`src/design/dns_answer_a_record_extractor_core_assert.svh`:
```
// ----------------------------------------------------------------------------
// Assertion macros for the DNS answer A-record extractor
// Concurrent assertion wrappers; defining ASSERT_OFF compiles them away.
// ----------------------------------------------------------------------------
`ifndef DNS_ANSWER_A_RECORD_EXTRACTOR_CORE_ASSERT_SVH
`define DNS_ANSWER_A_RECORD_EXTRACTOR_CORE_ASSERT_SVH

`ifndef ASSERT_OFF
// Antecedent implies consequent in the same cycle.
`define DNSAEX_ASSERT_SAME(label, clk, rstn, ante, cons) \
    label: assert property (@(posedge clk) disable iff (!(rstn)) (ante) |-> (cons)) \
        else $error("assertion failed");
// Antecedent implies consequent in the following cycle.
`define DNSAEX_ASSERT_NEXT(label, clk, rstn, ante, cons) \
    label: assert property (@(posedge clk) disable iff (!(rstn)) (ante) |=> (cons)) \
        else $error("assertion failed");
`else
`define DNSAEX_ASSERT_SAME(label, clk, rstn, ante, cons)
`define DNSAEX_ASSERT_NEXT(label, clk, rstn, ante, cons)
`endif

`endif

```
`src/design/dnsaex_pkg.sv`:
```
// ----------------------------------------------------------------------------
// dnsaex_pkg
// Types and constants shared by the DNS answer A-record extractor.
// ----------------------------------------------------------------------------
`timescale 1ns / 1ps

package dnsaex_pkg;

    // Default receive buffer size in bytes.
    localparam int MAX_DATAGRAM_BYTES_DEF = 512;

    // Result queue sizing.
    localparam int FIFO_DEPTH = 4;
    localparam int FIFO_PTR_W = $clog2(FIFO_DEPTH);
    localparam int FIFO_CNT_W = $clog2(FIFO_DEPTH + 1);

    // Parser phases.
    typedef enum logic [3:0] {
        PH_HEADER   = 4'd0,
        PH_QUESTION = 4'd1,
        PH_NAME     = 4'd2,
        PH_TYPE     = 4'd3,
        PH_CLASS    = 4'd4,
        PH_TTL      = 4'd5,
        PH_LEN      = 4'd6,
        PH_DATA     = 4'd7,
        PH_DONE     = 4'd8
    } phase_t;

    // Result kinds.
    typedef enum logic [1:0] {
        KIND_ADDRESS   = 2'd0,
        KIND_END_OK    = 2'd1,
        KIND_END_TRUNC = 2'd2
    } result_kind_t;

    // Record type of an IPv4 address record.
    localparam logic [15:0] RR_TYPE_A = 16'd1;

    // Header byte positions.
    localparam int HDR_ANCOUNT_HI = 6;
    localparam int HDR_ANCOUNT_LO = 7;
    localparam int HDR_LAST_BYTE  = 11;

    // Input item.
    typedef struct packed {
        logic [7:0] rx_byte;
        logic       end_of_datagram;
    } in_item_t;

    // Result item.
    typedef struct packed {
        result_kind_t result_kind;
        logic [31:0]  ipv4_address;
        logic [15:0]  answer_number;
        logic [15:0]  answers_declared;
        logic         last_of_run;
    } result_t;

endpackage

```
`src/design/dns_answer_a_record_extractor_core.sv`:
```
// ----------------------------------------------------------------------------
// dns_answer_a_record_extractor_core
// Parses a DNS response one byte per item and reports each IPv4 address
// record, followed by an end item marked complete or truncated.
// ----------------------------------------------------------------------------
// Channel   Direction  Ports                        Content
// s_        in         s_valid s_ready s_data       one datagram byte, end mark
// m_        out        m_valid m_ready m_data       address or end item
// cfg_      in         cfg_valid cfg_ready cfg_data question name length
//
// Each accepted byte is parsed in the cycle it is taken; one byte per cycle while s_ready is high.
// A byte causes at most two results, which enter a four-entry result queue;
// the queue drains one item per cycle while m_ready is high, so the sustained
// rate is one byte per cycle except where bytes give two results in a row.
// s_ready is low while fewer than two queue entries are free.
// Reset clears the parser and sets the question name length to 1.
// ----------------------------------------------------------------------------
`timescale 1ns / 1ps

module dns_answer_a_record_extractor_core #(
    parameter int MAX_DATAGRAM_BYTES = dnsaex_pkg::MAX_DATAGRAM_BYTES_DEF
) (
    input  logic                 aclk,
    input  logic                 aresetn,
    input  logic                 s_valid,
    output logic                 s_ready,
    input  dnsaex_pkg::in_item_t s_data,
    output logic                 m_valid,
    input  logic                 m_ready,
    output dnsaex_pkg::result_t  m_data,
    input  logic                 cfg_valid,
    output logic                 cfg_ready,
    input  logic [7:0]           cfg_data
);

    `include "dns_answer_a_record_extractor_core_assert.svh"

    localparam int POS_W = $clog2(MAX_DATAGRAM_BYTES + 1);
    localparam int PTR_W = dnsaex_pkg::FIFO_PTR_W;
    localparam int CNT_W = dnsaex_pkg::FIFO_CNT_W;

    // Parser state.
    logic [7:0]         qnb_reg;
    dnsaex_pkg::phase_t phase_reg, phase_next;
    logic [POS_W-1:0]   pos_reg, pos_next;
    logic [15:0]        cnt_reg, cnt_next;
    logic [15:0]        decl_reg, decl_next;
    logic [15:0]        seen_reg, seen_next;
    logic [15:0]        type_reg, type_next;
    logic [15:0]        len_reg, len_next;
    logic [31:0]        addr_reg, addr_next;

    // Results of the current item.
    dnsaex_pkg::result_t res0, res1;
    logic [1:0]          n_results;

    // Result queue.
    dnsaex_pkg::result_t fifo_reg [dnsaex_pkg::FIFO_DEPTH];
    logic [PTR_W-1:0]    wr_ptr_reg, rd_ptr_reg;
    logic [CNT_W-1:0]    count_reg;

    logic        in_accept;
    logic        out_pop;
    logic [7:0]  b;
    logic [15:0] cnt_inc;
    logic [15:0] seen_inc;
    logic        addr_emit;
    logic [15:0] question_len;

    assign b         = s_data.rx_byte;
    assign in_accept = s_valid && s_ready;
    assign out_pop   = m_valid && m_ready;
    assign cfg_ready = 1'b1;
    assign s_ready   = (count_reg <= CNT_W'(dnsaex_pkg::FIFO_DEPTH - 2));
    assign m_valid   = (count_reg != '0);
    assign m_data    = fifo_reg[rd_ptr_reg];

    assign cnt_inc      = cnt_reg + 16'd1;
    assign seen_inc     = seen_reg + 16'd1;
    assign question_len = {8'd0, qnb_reg} + 16'd4;

    // Byte parser: next state and the results caused by this byte.
    always_comb begin
        phase_next = phase_reg;
        pos_next   = pos_reg;
        cnt_next   = cnt_reg;
        decl_next  = decl_reg;
        seen_next  = seen_reg;
        type_next  = type_reg;
        len_next   = len_reg;
        addr_next  = addr_reg;
        addr_emit  = 1'b0;

        if (pos_reg < POS_W'(MAX_DATAGRAM_BYTES)) begin
            pos_next = pos_reg + POS_W'(1);
            case (phase_reg)
                dnsaex_pkg::PH_HEADER: begin
                    if (pos_reg == POS_W'(dnsaex_pkg::HDR_ANCOUNT_HI)) begin
                        decl_next = {b, 8'd0};
                    end
                    if (pos_reg == POS_W'(dnsaex_pkg::HDR_ANCOUNT_LO)) begin
                        decl_next = decl_reg | {8'd0, b};
                    end
                    if (pos_reg >= POS_W'(dnsaex_pkg::HDR_LAST_BYTE)) begin
                        phase_next = dnsaex_pkg::PH_QUESTION;
                        cnt_next   = '0;
                    end
                end
                dnsaex_pkg::PH_QUESTION: begin
                    cnt_next = cnt_inc;
                    if (cnt_inc >= question_len) begin
                        cnt_next   = '0;
                        phase_next = (seen_reg >= decl_reg) ? dnsaex_pkg::PH_DONE
                                                            : dnsaex_pkg::PH_NAME;
                    end
                end
                dnsaex_pkg::PH_NAME: begin
                    cnt_next = cnt_inc;
                    if (cnt_inc >= 16'd2) begin
                        phase_next = dnsaex_pkg::PH_TYPE;
                        cnt_next   = '0;
                        type_next  = '0;
                    end
                end
                dnsaex_pkg::PH_TYPE: begin
                    type_next = {type_reg[7:0], b};
                    cnt_next  = cnt_inc;
                    if (cnt_inc >= 16'd2) begin
                        phase_next = dnsaex_pkg::PH_CLASS;
                        cnt_next   = '0;
                    end
                end
                dnsaex_pkg::PH_CLASS: begin
                    cnt_next = cnt_inc;
                    if (cnt_inc >= 16'd2) begin
                        phase_next = dnsaex_pkg::PH_TTL;
                        cnt_next   = '0;
                    end
                end
                dnsaex_pkg::PH_TTL: begin
                    cnt_next = cnt_inc;
                    if (cnt_inc >= 16'd4) begin
                        phase_next = dnsaex_pkg::PH_LEN;
                        cnt_next   = '0;
                        len_next   = '0;
                    end
                end
                dnsaex_pkg::PH_LEN: begin
                    len_next = {len_reg[7:0], b};
                    cnt_next = cnt_inc;
                    if (cnt_inc >= 16'd2) begin
                        cnt_next = '0;
                        if ({len_reg[7:0], b} == 16'd0) begin
                            // Empty data: the answer ends here.
                            seen_next  = seen_inc;
                            phase_next = (seen_inc >= decl_reg) ? dnsaex_pkg::PH_DONE
                                                                : dnsaex_pkg::PH_NAME;
                        end else begin
                            phase_next = dnsaex_pkg::PH_DATA;
                            addr_next  = '0;
                        end
                    end
                end
                dnsaex_pkg::PH_DATA: begin
                    if (cnt_reg < 16'd4) begin
                        addr_next = {addr_reg[23:0], b};
                    end
                    cnt_next = cnt_inc;
                    if (cnt_inc == 16'd4 && type_reg == dnsaex_pkg::RR_TYPE_A &&
                        len_reg >= 16'd4) begin
                        addr_emit = 1'b1;
                    end
                    if (cnt_inc >= len_reg) begin
                        cnt_next   = '0;
                        seen_next  = seen_inc;
                        phase_next = (seen_inc >= decl_reg) ? dnsaex_pkg::PH_DONE
                                                            : dnsaex_pkg::PH_NAME;
                    end
                end
                dnsaex_pkg::PH_DONE: begin
                    // Bytes past the answers are ignored.
                end
                default: begin
                end
            endcase
        end

        // Address result, if any, comes first.
        res0.result_kind      = dnsaex_pkg::KIND_ADDRESS;
        res0.ipv4_address     = addr_next;
        res0.answer_number    = seen_reg;
        res0.answers_declared = decl_next;
        res0.last_of_run      = !s_data.end_of_datagram;

        // End result reflects the state after this byte.
        res1.result_kind      = (phase_next == dnsaex_pkg::PH_DONE) ?
                                dnsaex_pkg::KIND_END_OK : dnsaex_pkg::KIND_END_TRUNC;
        res1.ipv4_address     = '0;
        res1.answer_number    = '0;
        res1.answers_declared = decl_next;
        res1.last_of_run      = 1'b1;

        if (addr_emit && s_data.end_of_datagram) begin
            n_results = 2'd2;
        end else if (addr_emit) begin
            n_results = 2'd1;
        end else if (s_data.end_of_datagram) begin
            n_results = 2'd1;
            res0      = res1;
        end else begin
            n_results = 2'd0;
        end

        // The end mark returns the parser to its reset state.
        if (s_data.end_of_datagram) begin
            phase_next = dnsaex_pkg::PH_HEADER;
            pos_next   = '0;
            cnt_next   = '0;
            decl_next  = '0;
            seen_next  = '0;
            type_next  = '0;
            len_next   = '0;
            addr_next  = '0;
        end
    end

    // Configuration register and parser state registers.
    always_ff @(posedge aclk) begin
        if (!aresetn) begin
            qnb_reg   <= 8'd1;
            phase_reg <= dnsaex_pkg::PH_HEADER;
            pos_reg   <= '0;
            cnt_reg   <= '0;
            decl_reg  <= '0;
            seen_reg  <= '0;
            type_reg  <= '0;
            len_reg   <= '0;
            addr_reg  <= '0;
        end else begin
            if (cfg_valid && cfg_ready) begin
                qnb_reg <= cfg_data;
            end
            if (in_accept) begin
                phase_reg <= phase_next;
                pos_reg   <= pos_next;
                cnt_reg   <= cnt_next;
                decl_reg  <= decl_next;
                seen_reg  <= seen_next;
                type_reg  <= type_next;
                len_reg   <= len_next;
                addr_reg  <= addr_next;
            end
        end
    end

    // Result queue pointers and fill count.
    always_ff @(posedge aclk) begin
        if (!aresetn) begin
            wr_ptr_reg <= '0;
            rd_ptr_reg <= '0;
            count_reg  <= '0;
        end else begin
            if (in_accept) begin
                wr_ptr_reg <= wr_ptr_reg + PTR_W'(n_results);
            end
            if (out_pop) begin
                rd_ptr_reg <= rd_ptr_reg + PTR_W'(1);
            end
            count_reg <= count_reg + (in_accept ? CNT_W'(n_results) : CNT_W'(0))
                       - (out_pop ? CNT_W'(1) : CNT_W'(0));
        end
    end

    // Result queue storage.
    always_ff @(posedge aclk) begin
        if (in_accept && n_results != 2'd0) begin
            fifo_reg[wr_ptr_reg] <= res0;
        end
        if (in_accept && n_results == 2'd2) begin
            fifo_reg[wr_ptr_reg + PTR_W'(1)] <= res1;
        end
    end

    // Checks on the parser and the queue.
    `DNSAEX_ASSERT_SAME(a_fifo_bound, aclk, aresetn, 1'b1, count_reg <= CNT_W'(dnsaex_pkg::FIFO_DEPTH))
    `DNSAEX_ASSERT_SAME(a_pos_bound, aclk, aresetn, 1'b1, pos_reg <= POS_W'(MAX_DATAGRAM_BYTES))
    `DNSAEX_ASSERT_SAME(a_header_done, aclk, aresetn, phase_reg != dnsaex_pkg::PH_HEADER, pos_reg >= POS_W'(12))
    `DNSAEX_ASSERT_NEXT(a_eod_clears, aclk, aresetn, in_accept && s_data.end_of_datagram, pos_reg == '0 && phase_reg == dnsaex_pkg::PH_HEADER)
    `DNSAEX_ASSERT_NEXT(a_eod_queued, aclk, aresetn, in_accept && s_data.end_of_datagram, m_valid)

endmodule
```
`config.mk`:
```
export PLATFORM = sky130hd
export DESIGN_NAME = dns_answer_a_record_extractor_core
export DESIGN_NICKNAME = d
export VERILOG_FILES = /design/src/design/dnsaex_pkg.sv /design/src/design/dns_answer_a_record_extractor_core.sv
export VERILOG_INCLUDE_DIRS = /design/src /design/src/design
export SDC_FILE = /design/constraint.sdc
export NUM_CORES = 1
export LEC_CHECK = 0
export BUFFER_PORTS_ARGS = -buffer_cell sky130_fd_sc_hd__buf_2
export CAP_MARGIN = 0
export CORE_MARGIN = 2
export CORE_UTILIZATION = 45
export CTS_BUF_LIST = sky130_fd_sc_hd__clkbuf_16
export DETAILED_ROUTE_END_ITERATION = 8
export GPL_TIMING_DRIVEN = 0
export PLACE_DENSITY = 0.68
export SLEW_MARGIN = 20
export SYNTH_ARGS = -nofsm -noshare
export SYNTH_HDL_FRONTEND = slang
export SYNTH_SLANG_ARGS = --single-unit
```
`constraint.sdc`:
```
create_clock -name aclk -period 4.8 [get_ports aclk]
set_input_delay 0.48 -clock aclk [delete_from_list [all_inputs] [get_ports aclk]]
set_output_delay 0.48 -clock aclk [all_outputs]
set_load 0.02 [all_outputs]
```
# --- After elaboration in Yosys (flattened, before gate mapping) ---
# Memories as Yosys holds them, arrays and structs flattened. A register that Yosys moved wholly into a read port is not among the register bits.
# Cells that the tools add are included.
word_totals:
  mem_count: 1
  regBits: 141
  ram_bits: 268
  word_cells: 143
op_classes:
  n_lt_le_gt_ge: 11
  eq_ne: 19
  muxes: 67
  reduce_logical: 23
  bitwise: 1
  add_sub_neg: 9
memory_table:
  columns: ["memory", "words", "word_bits", "read_ports", "rd_clocked_by_memory_dff", "write_ports", "line_no", "text"]
  rows:
  - ["fifo_reg", 4, 67, 1, 1, 2, "dns_answer_a_record_extractor_core.sv:58", "dnsaex_pkg::result_t fifo_reg [dnsaex_pkg::FIFO_DEPTH];"]
op_table:
  columns: ["operator", "count"]
  rows:
  - ["16-bit two-way mux", 23]
  - ["67-bit two-way mux", 3]
  - ["32-bit two-way mux", 5]
  - ["16-bit one-hot mux with 2 select lines", 3]
  - ["16-bit one-hot mux with 5 select lines", 1]
  - ["32-bit one-hot mux with 2 select lines", 1]
  - ["4-bit two-way mux", 13]
  - ["16-bit >= comparator", 3]
  - ["16-bit by 1-bit adder with 16-bit output (second input constant)", 2]
  - ["16-bit by 3-bit >= comparator with 1-bit output (second input constant)", 2]
  - ["4-bit one-hot mux with 8 select lines", 1]
  - ["10-bit by 3-bit equality test with 1-bit output (second input constant)", 2]
  - ["10-bit two-way mux", 2]
  - ["3-bit != test (second input constant)", 6]
  - ["16-bit by 1-bit equality test with 1-bit output (second input constant)", 1]
  - ["16-bit by 3-bit equality test with 1-bit output (second input constant)", 1]
  - ["4-bit by 3-bit equality test with 1-bit output (second input constant)", 4]
  - ["16-bit by 2-bit >= comparator with 1-bit output (second input constant)", 1]
  - ["16-bit by 9-bit >= comparator with 1-bit output", 1]
  - ["16-bit zero test", 1]
  - ["16-bit by 3-bit < comparator with 1-bit output (second input constant)", 1]
  - ["16-bit by 8-bit bitwise OR with 16-bit output", 1]
  - ["4-bit AND reduction", 3]
  - ["3-bit nonzero test", 4]
  - ["23 further kinds", 45]

# --- Depth between registers and ports, before layout ---
# Gate-level depths: netlist of the first run.
logic_depth:
  word_depth: 13
  mapped_depth: 20
  ltp_nobuf: 18

# --- Worst setup path before layout of the first run ---
# Ideal clock, no wire load.
synth_path:
  kind: "reg-to-reg"
  start: "register seen_reg[2]"
  end: "memory fifo_reg[3][66] in the netlist's numbering, data pin"
  stages_incl_launch_ff: 21
  t_arrival_ns: 4.207
  period_less_slack_ns: 4.461
  n_path_buf: 2
  setup_ns: 0.254
  path_slack_ns: 0.339
  path_cell_list: "dfxtp_1 > clkbuf_1 > nand2_1 > nor2_1 > and3_1 > and3_1 > and3_1 > and3_1 > nand3_1 > xnor2_1 > ha_1 > nand2_1 > o21ai_0 > nor3_1 > a21oi_1 > o221a_2 > o221ai_1 > o32a_1 > or4_4 > buf_6 > nor2b_1"
synth_lines:
  columns: ["item", "line_no", "text"]
  rows:
  - ["start, declared", "dns_answer_a_record_extractor_core.sv:48", "logic [15:0] seen_reg, seen_next;"]
  - ["start signal, assigned", "dns_answer_a_record_extractor_core.sv:248", "seen_reg <= seen_next;"]
  - ["end, declared", "dns_answer_a_record_extractor_core.sv:58", null]

==> Flow_metrics.wiki, run 1 <==
{| class="wikitable"
! Metric !! Value
|-
| Status || completed
|-
| Final setup violating endpoints || 0
|-
| Vias in the first global route || 14700
|-
| Most instantiated flip-flop cell in the synthesis netlist || sky130_fd_sc_hd__dfxtp_1
|-
| Placed cell areas || 0.0201 mm^2
|-
| Port buffer count || 81
|-
| Summed instance area of the synthesized netlist || 0.0190 mm^2
|-
| Worst min-delay path class || primary input to register
|-
| H-tree level count || 2
|-
| Delay contributed by the slowest stage of the critical path || 0.57 ns
|-
| Max Clock Skew || 0.0308 ns
|-
| Required time at the worst-slack endpoint || 5.12 ns
|-
| Startpoint class of the critical path || register
|-
| First-pass GRT wire length || 82.2 mm
|-
| Slew Viols, Final || 0
|-
| Yosys top cell by area || sky130_fd_sc_hd__dfxtp_1
|-
| Power per standard cell area || 370 mW/mm^2
|-
| Antenna viol nets, final || 0
|-
| Clock tree from TritonCTS || built
|-
| Clock-pin transition on the worst setup and hold timing paths || 0.06 ns
|-
| Largest voltage drop on the vdd net || 286 uV
|-
| Root buffer selected by CTS || sky130_fd_sc_hd__clkbuf_16
|-
| Share of post-route cells with drive strength above 1 || 0.149
|-
| Vias || 15200
|-
| Slowest cell on crit path || sky130_fd_sc_hd__or4_4
|-
| Routed wire per std cell || 20.4 um
|-
| Total of flip-flops plus latches after synthesis || 411
|-
| Violation count after the first detailed-route iteration || 1414
|-
| Mean post-synth cell area || 10.0 um^2
|-
| Post-synthesis cell type count || 75
|-
| Most repeated library cell on the critical path || sky130_fd_sc_hd__and3_4
|-
| Chip width || 210 um
|-
| Utilization after layout || 0.518
|-
| Post-Synthesis Net Count || 1988
|-
| Floorplan core area || 0.0419 mm^2
|-
| Total die area || 0.0439 mm^2
|-
| HPWL after detailed placement || 38.1 mm
|-
| Finished layout cell area || 0.0217 mm^2
|-
| Number of warnings printed during yosys synthesis || 0
|-
| Slew HR || 0.320
|-
| Post-Place Cells || 2516
|-
| CP cell instances || buf_6 > nand2_1 > nor2_4 > and3_4 > and3_4 > and3_4 > and3_2 > nand3_1 > xnor2_1 > ha_1 > nand2_1 > a311oi_1 > nor2_1 > a21oi_2 > o221a_2 > o221ai_1 > o32a_1 > or4_4 > buf_6 > nor2b_1
|-
| Routed WL || 52.9 mm
|-
| Worst setup path category || register to register
|-
| Slew at the pin closest to its max-slew limit || 1.01 ns
|-
| Reg2reg setup slack || 0.17 ns
|-
| Initial antenna violation count || 0
|-
| Part of the Yosys area used for sequential elements || 0.470
|-
| Maximum number of pins on one net before global-route repair || 20
|-
| Clock tree sinks || 411
|-
| Residual DRC count || 0
|-
| Proportion of register bits with asynchronous set or reset after synthesis || 0
|-
| Hold_ws || 0.126 ns
|-
| Buf+Inv Stages, Crit Path || 2
|-
| Maximum count of clock buffers along a single path || 3
|-
| Total power || 0.00802 W
|-
| Maximum frequency from static timing analysis || 0.216 GHz
|-
| Dominant cell by count in the synthesized netlist || sky130_fd_sc_hd__dfxtp_1
|-
| Gr usage total || 0.239
|-
| I/O pin cnt || 92
|-
| Largest register FFs || 268
|-
| Initial Utilization || 0.455
|-
| Hold buffers post-CTS || 0
|-
| Category of cells accounting for the largest share of critical-path delay || simple AND/OR/NAND/NOR gates
|-
| Routability cong. || 0.931
|-
| Length in cells of the worst reg-to-reg path || 20
|-
| Worst hold path depth || 3
|-
| Number of maximum-capacitance violations || 0
|-
| Die extent in y || 210 um
|-
| Mean number of vias per cell || 5.85
|-
| Maximum fanout count along the critical path || 10
|-
| Final Net Count || 2117
|-
| Drt pass-1 iters || 6
|-
| Worst setup EP type || register
|-
| Final global-route overflow total || 0
|-
| Setup repair after global routing missed its margin || false
|-
| Minimum clock period after layout || 4.63 ns
|-
| Worst path arrival time || 4.95 ns
|-
| Static leakage power || 7.93 nW
|-
| Number of standard cells in the layout, taps in and fillers out || 2601
|-
| Number of hold-slack violations in the final timing report || 0
|-
| Commonest cells in the synthesized netlist || sky130_fd_sc_hd__dfxtp_1 (339), sky130_fd_sc_hd__nand2_1 (183), sky130_fd_sc_hd__o21ai_0 (170)
|-
| Row count || 75
|-
| Number of synthesized flops with an enable pin || 72
|-
| TritonCTS Buffers || 44
|-
| Count of mapped cells out of synthesis || 1896
|-
| Worst-skew pair later-pin latency || 0.59 ns
|-
| Worst path depth || 20
|-
| Largest cells by area after synthesis || sky130_fd_sc_hd__dfxtp_1 (36%), sky130_fd_sc_hd__edfxtp_1 (11%), sky130_fd_sc_hd__mux4_2 (7.9%)
|-
| Final critical-path share of the clock period || 0.964
|-
| Area Overhead vs Synth || 14.0%
|-
| Yosys top cell area share || 0.357
|}
==> metrics by stage <==
stage	setup slack [ns]	setup TNS [ns]
2_1_floorplan	0.339	0
3_3_place_gp	-0.697	-49.06
3_5_place_dp	-0.738	-51.79
4_1_cts	0.00810	0
5_1_grt	0.00457	0
6_report	0.174	0
==> area by class of cell <==
cell class                      count  area, um^2
Antenna cell                        2        5.00
Buffer                            148         624
Clock buffer                       44        1100
Clock inverter                     37         310
Fill cell                        3797       20200
Inverter                           56         225
Multi-Input combinational cell   1275        9310
Sequential cell                   411        8960
Tap cell                          539         674
Timing Repair Buffer               89         478
==> placed cells by master (no fill, tap or decap), types with 25 or more instances in the layout <==
cell	n
sky130_fd_sc_hd__nand2_1	182
sky130_fd_sc_hd__a21oi_1	80
sky130_fd_sc_hd__clkbuf_1	109
sky130_fd_sc_hd__nor2b_1	50
sky130_fd_sc_hd__nand3_1	67
sky130_fd_sc_hd__a21boi_0	46
sky130_fd_sc_hd__inv_1	58
sky130_fd_sc_hd__buf_2	100
sky130_fd_sc_hd__mux4_2	67
sky130_fd_sc_hd__clkbuf_16	44
sky130_fd_sc_hd__dfxtp_1	335
sky130_fd_sc_hd__edfxtp_1	72
sky130_fd_sc_hd__a22o_1	150
sky130_fd_sc_hd__nor2_1	108
sky130_fd_sc_hd__o21ai_0	169
sky130_fd_sc_hd__a22oi_1	25
sky130_fd_sc_hd__ha_1	67
==> final timing paths <==
kind                                       from              end
worst max register to register      seen_reg[2]  fifo_reg[3][66]
worst min-delay path                cfg_data[0]       qnb_reg[0]
worst max-delay path                seen_reg[2]  fifo_reg[3][66]
worst min register to register  fifo_reg[0][45]  fifo_reg[0][45]
==> per-layer routing <==
layer | wire (um) | global-route usage
met1 | 22600 | 0.312
met2 | 25700 | 0.410
met3 | 3400 | 0.0391
met4 | 1300 | 0.0682
met5 | 0 | 0
==> what timing repair did <==
| action | in CTS | in global routing |
|---|---|---|
| resized for setup | 24 | 19 |
| cloned | 0 | 0 |
| pin swaps | 1 | 1 |
| setup endpoints to repair | 111 | 122 |
| buffers inserted | 8 | 0 |
==> power breakdown <==
group	internal, W	switching [W]	leakage [nW]
clock network	0.00186	0.00146	0.697
logic	0.000367	0.000724	3.78
registers	0.00357	0.0000383	3.46
total	0.00580	0.00223	7.93
==> logic make-up after synthesis <==
logic type	after synthesis	synth area share
multiplexers	90	0.0918
buffers and inverters	210	0.0443
other	1	0.000197
AO/OA/AOI/OAI	531	0.189
AND/OR/NAND/NOR	542	0.139
flip-flops	411	0.470
XOR/XNOR	41	0.0189
adder cells (fa/ha/maj)	70	0.0464
==> worst min-delay path, stage by stage <==
cell                      delay, ns
sky130_fd_sc_hd__buf_2         0.08
sky130_fd_sc_hd__mux2i_1       0.05
sky130_fd_sc_hd__nand2_1       0.06
Note: power is estimated with default switching activity, not from simulation.
==> run 2, diff against run 1 <==
- ABC_AREA: default -> 1
==> run 2 against run 1 <==
Combinational power grew 80%. Critical endpoint is now fifo_reg[0][10]. Die area increased by 6.8%. Final area increased by 6.4%. Synthesized cell count rose by 44%. Largest cell class unchanged. Clock skew up 0.011 ns. Utilization grew 0.13 points. Largest power group unchanged. Critical path depth down 2.
==> Flow_metrics.wiki, run 2 <==
{| class="wikitable"
! Metric !! Value
|-
| Status || completed (unchanged)
|-
| Mean number of vias per cell || 5.61 (was 5.85)
|-
| Initial antenna violation count || 0 (unchanged)
|-
| Most repeated library cell on the critical path || sky130_fd_sc_hd__inv_1 (was sky130_fd_sc_hd__and3_4)
|-
| Worst setup path category || register to register (unchanged)
|-
| Switching component of the power || 0.00298 W (was 0.00223 W)
|-
| Violation count after the first detailed-route iteration || 1948 (was 1414)
|-
| Port buffer count || 90 (was 81)
|-
| Power per standard cell area || 399 mW/mm^2 (was 370 mW/mm^2)
|-
| Post-Synthesis Net Count || 2824 (was 1988)
|-
| Initial Utilization || 0.458 (was 0.455)
|-
| Static leakage power || 8.61 nW (was 7.93 nW)
|-
| Worst-skew pair later-pin latency || 0.61 ns (was 0.59 ns)
|-
| CP cell instances || ha_1 > nand2_2 > nor2_2 > nand3_1 > nand2_1 > inv_1 > nand3_1 > nor2_1 > nand3_2 > inv_1 > ha_1 > inv_1 > nor2_1 > inv_1 > nor3_1 > nor2_1 > clkbuf_1 > clkinvlp_4 (was buf_6 > nand2_1 > nor2_4 > and3_4 > and3_4 > and3_4 > and3_2 > nand3_1 > xnor2_1 > ha_1 > nand2_1 > a311oi_1 > nor2_1 > a21oi_2 > o221a_2 > o221ai_1 > o32a_1 > or4_4 > buf_6 > nor2b_1)
|-
| Vias || 19600 (was 15200)
|-
| Clock tree from TritonCTS || built (unchanged)
|-
| Mean post-synth cell area || 7.45 um^2 (was 10.0 um^2)
|-
| HPWL after detailed placement || 46.5 mm (was 38.1 mm)
|-
| Routability cong. || 0.922 (was 0.931)
|-
| Largest voltage drop on the vdd net || 351 uV (was 286 uV)
|-
| Row count || 77 (was 75)
|-
| Startpoint class of the critical path || register (unchanged)
|-
| Worst setup EP type || register (unchanged)
|-
| Total of flip-flops plus latches after synthesis || 411 (unchanged)
|-
| Number of synthesized flops with an enable pin || 72 (unchanged)
|-
| Post-synthesis cell type count || 46 (was 75)
|-
| Max Clock Skew || 0.0422 ns (was 0.0308 ns)
|-
| Hold_ws || 0.133 ns (was 0.126 ns)
|-
| Commonest non-fill, non-tap cell in the layout || sky130_fd_sc_hd__nand2_1 (was sky130_fd_sc_hd__dfxtp_1)
|-
| Residual DRC count || 0 (unchanged)
|-
| Routed wire per std cell || 18.4 um (was 20.4 um)
|-
| Total die area || 0.0469 mm^2 (was 0.0439 mm^2)
|-
| Setup repair after global routing missed its margin || false (unchanged)
|-
| Final setup violating endpoints || 0 (unchanged)
|-
| Maximum count of clock buffers along a single path || 3 (unchanged)
|-
| Placed cell areas || 0.0215 mm^2 (was 0.0201 mm^2)
|-
| Portion of total power attributed to combinational logic || 0.213 (was 0.136)
|-
| Largest cells by area after synthesis || sky130_fd_sc_hd__dfxtp_1 (33%), sky130_fd_sc_hd__nand2_1 (11%), sky130_fd_sc_hd__edfxtp_1 (11%) (was sky130_fd_sc_hd__dfxtp_1 (36%), sky130_fd_sc_hd__edfxtp_1 (11%), sky130_fd_sc_hd__mux4_2 (7.9%))
|-
| Area Overhead vs Synth || 13.4% (was 14.0%)
|-
| Reg power frac || 0.399 (was 0.450)
|-
| Worst path arrival time || 4.65 ns (was 4.95 ns)
|-
| Clock power share || 0.388 (was 0.414)
|-
| Final critical-path share of the clock period || 0.937 (was 0.964)
|-
| Required time at the worst-slack endpoint || 4.95 ns (was 5.12 ns)
|-
| Slowest cell on crit path || sky130_fd_sc_hd__clkinvlp_4 (was sky130_fd_sc_hd__or4_4)
|-
| Number of maximum-capacitance violations || 0 (unchanged)
|-
| Minimum clock period after layout || 4.50 ns (was 4.63 ns)
|-
| Share of post-route cells with drive strength above 1 || 0.105 (was 0.149)
|-
| Dominant cell by count in the synthesized netlist || sky130_fd_sc_hd__nand2_1 (was sky130_fd_sc_hd__dfxtp_1)
|-
| Slew at the pin closest to its max-slew limit || 1.29 ns (was 1.01 ns)
|-
| Chip width || 217 um (was 210 um)
|-
| I/O pin cnt || 92 (unchanged)
|-
| Maximum frequency from static timing analysis || 0.222 GHz (was 0.216 GHz)
|-
| Category of cells accounting for the largest share of critical-path delay || buffers and inverters (was simple AND/OR/NAND/NOR gates)
|-
| Antenna viol nets, final || 0 (unchanged)
|-
| Clock tree sinks || 411 (unchanged)
|-
| Clock-pin transition on the worst setup and hold timing paths || 0.06 ns (about the same)
|-
| Number of warnings printed during yosys synthesis || 0 (unchanged)
|-
| Largest register FFs || 268 (unchanged)
|-
| Gr usage total || 0.270 (was 0.239)
|-
| Sw Ratio || 0.324 (was 0.277)
|-
| Maximum number of pins on one net before global-route repair || 20 (unchanged)
|-
| Slew Viols, Final || 0 (unchanged)
|-
| TritonCTS Buffers || 45 (was 44)
|-
| Post-Place Setup Slack || 0.112 ns (was -0.738 ns)
|-
| Drt pass-1 iters || 6 (unchanged)
|-
| Proportion of register bits with asynchronous set or reset after synthesis || 0 (unchanged)
|-
| Root buffer selected by CTS || sky130_fd_sc_hd__clkbuf_16 (unchanged)
|-
| Buf+Inv Stages, Crit Path || 6 (was 2)
|-
| Summed instance area of the synthesized netlist || 0.0203 mm^2 (was 0.0190 mm^2)
|-
| Yosys top cell by area || sky130_fd_sc_hd__dfxtp_1 (unchanged)
|-
| Die extent in y || 217 um (was 210 um)
|-
| Number of hold-slack violations in the final timing report || 0 (unchanged)
|-
| Final global-route overflow total || 0 (unchanged)
|-
| Hold buffers post-CTS || 0 (unchanged)
|-
| Most instantiated flip-flop cell in the synthesis netlist || sky130_fd_sc_hd__dfxtp_1 (unchanged)
|-
| Worst min-delay path class || primary input to register (unchanged)
|-
| Ant diodes || 0 (was 2)
|-
| Count of mapped cells out of synthesis || 2732 (was 1896)
|-
| PnR worst setup slack || 0.300 ns (was 0.174 ns)
|-
| Delay contributed by the slowest stage of the critical path || 0.79 ns (was 0.57 ns)
|-
| Floorplan core area || 0.0444 mm^2 (was 0.0419 mm^2)
|-
| Commonest cells after routing, fill and taps aside || sky130_fd_sc_hd__nand2_1 (585), sky130_fd_sc_hd__dfxtp_1 (339), sky130_fd_sc_hd__nor2_1 (300), sky130_fd_sc_hd__o21ai_0 (266), sky130_fd_sc_hd__inv_1 (202) (was sky130_fd_sc_hd__dfxtp_1 (335), sky130_fd_sc_hd__nand2_1 (182), sky130_fd_sc_hd__o21ai_0 (169), sky130_fd_sc_hd__a22o_1 (150), sky130_fd_sc_hd__clkbuf_1 (109))
|-
| First-pass GRT wire length || 101 mm (was 82.2 mm)
|-
| Cell-internal power || 0.00622 W (was 0.00580 W)
|-
| Part of the Yosys area used for sequential elements || 0.440 (was 0.470)
|-
| Commonest cells in the synthesized netlist || sky130_fd_sc_hd__nand2_1 (585), sky130_fd_sc_hd__dfxtp_1 (339), sky130_fd_sc_hd__nor2_1 (300) (was sky130_fd_sc_hd__dfxtp_1 (339), sky130_fd_sc_hd__nand2_1 (183), sky130_fd_sc_hd__o21ai_0 (170))
|-
| Summed negative setup slack over all endpoints || 0 ns (unchanged)
|-
| Slew HR || 0.139 (was 0.320)
|-
| Final Net Count || 2961 (was 2117)
|-
| Finished layout cell area || 0.0231 mm^2 (was 0.0217 mm^2)
|-
| Yosys top cell area share || 0.334 (was 0.357)
|-
| Maximum fanout count along the critical path || 19 (was 10)
|-
| Vias in the first global route || 18700 (was 14700)
|-
| H-tree level count || 2 (unchanged)
|-
| Routed WL || 64.4 mm (was 52.9 mm)
|}
[run 2: cell types whose count changed in the layout (fill, tap and decap cells not counted), sizes merged, moves of 50 or more]
cell,previous run,this run
a22o,150,0
mux4,67,0
o21ai,173,428
o22ai,3,67
a21oi,81,166
nor2,110,310
nand2,184,634
nor2b,50,0
nand3,67,123
inv,64,209
[run 2: metrics by stage]
stage	util	cells	power (W)
final	0.519	3498	0.00920
after floorplan	-	2732	0.00496
after detailed placement	0.485	3414	0.00568
after global placement	0.485	3414	0.00566
after global routing	0.519	3498	0.00953
after CTS	0.519	3498	0.00922
[run 2: per-layer routing]
layer / global-route usage / routed length (um)
met1: 0.368 / 27900
met2: 0.438 / 29500
met3: 0.0446 / 5190
met4: 0.0861 / 1870
met5: 0 / 0
[run 2: cell type report]
class | instances | area [um^2]
fill | 4272 | 21300
buffer | 161 | 683
inverter | 203 | 772
tap | 592 | 741
clock inverter | 39 | 390
sequential | 411 | 8950
timing repair buffer | 91 | 458
multi-input combinational | 1956 | 9950
clock buffer | 45 | 1130
[run 2: worst min-delay path, stage by stage]
cell and delay, ns:
sky130_fd_sc_hd__buf_2 0.08, sky130_fd_sc_hd__nor2_1 0.03, sky130_fd_sc_hd__nor2_1 0.08
[run 2: final timing paths]
path / start / endpoint / slack, ns / cells past startpoint
max: cnt_reg[0] / fifo_reg[0][10] / 0.30 / 18
min: cfg_data[6] / qnb_reg[6] / 0.13 / 3
max reg2reg: cnt_reg[0] / fifo_reg[0][10] / 0.30 / 18
min reg2reg: fifo_reg[2][33] / fifo_reg[2][33] / 0.45 / 2
[run 2: power by group through the flow]
stage / clock network (W) / registers, W / logic [W]
global route: 0.00374 / 0.00368 / 0.00211
detailed placement: 0 / 0.00374 / 0.00194
floorplan: 0 / 0.00372 / 0.00123
global placement: 0 / 0.00374 / 0.00192
CTS: 0.00360 / 0.00367 / 0.00195
finish: 0.00357 / 0.00367 / 0.00196
[run 2: logic make-up (layout without fill, tap and decap cells)]
family / count (synthesis) / in the layout / synth area share
DFF: 411 / 411 / 0.440
and+or+nand+nor: 1149 / 1149 / 0.242
AOI/OAI and AO/OA: 716 / 716 / 0.194
buffers and inverters: 365 / 539 / 0.0713
other: 1 / 1 / 0.000184
adders and majority gates: 70 / 70 / 0.0434
xor gates and xnor gates: 20 / 20 / 0.00861
[run 2: repair_timing]
item | in CTS | in global routing
gates resized for setup | 0 | 2
setup endpoints to repair | 0 | 37
buffers inserted | 0 | 1
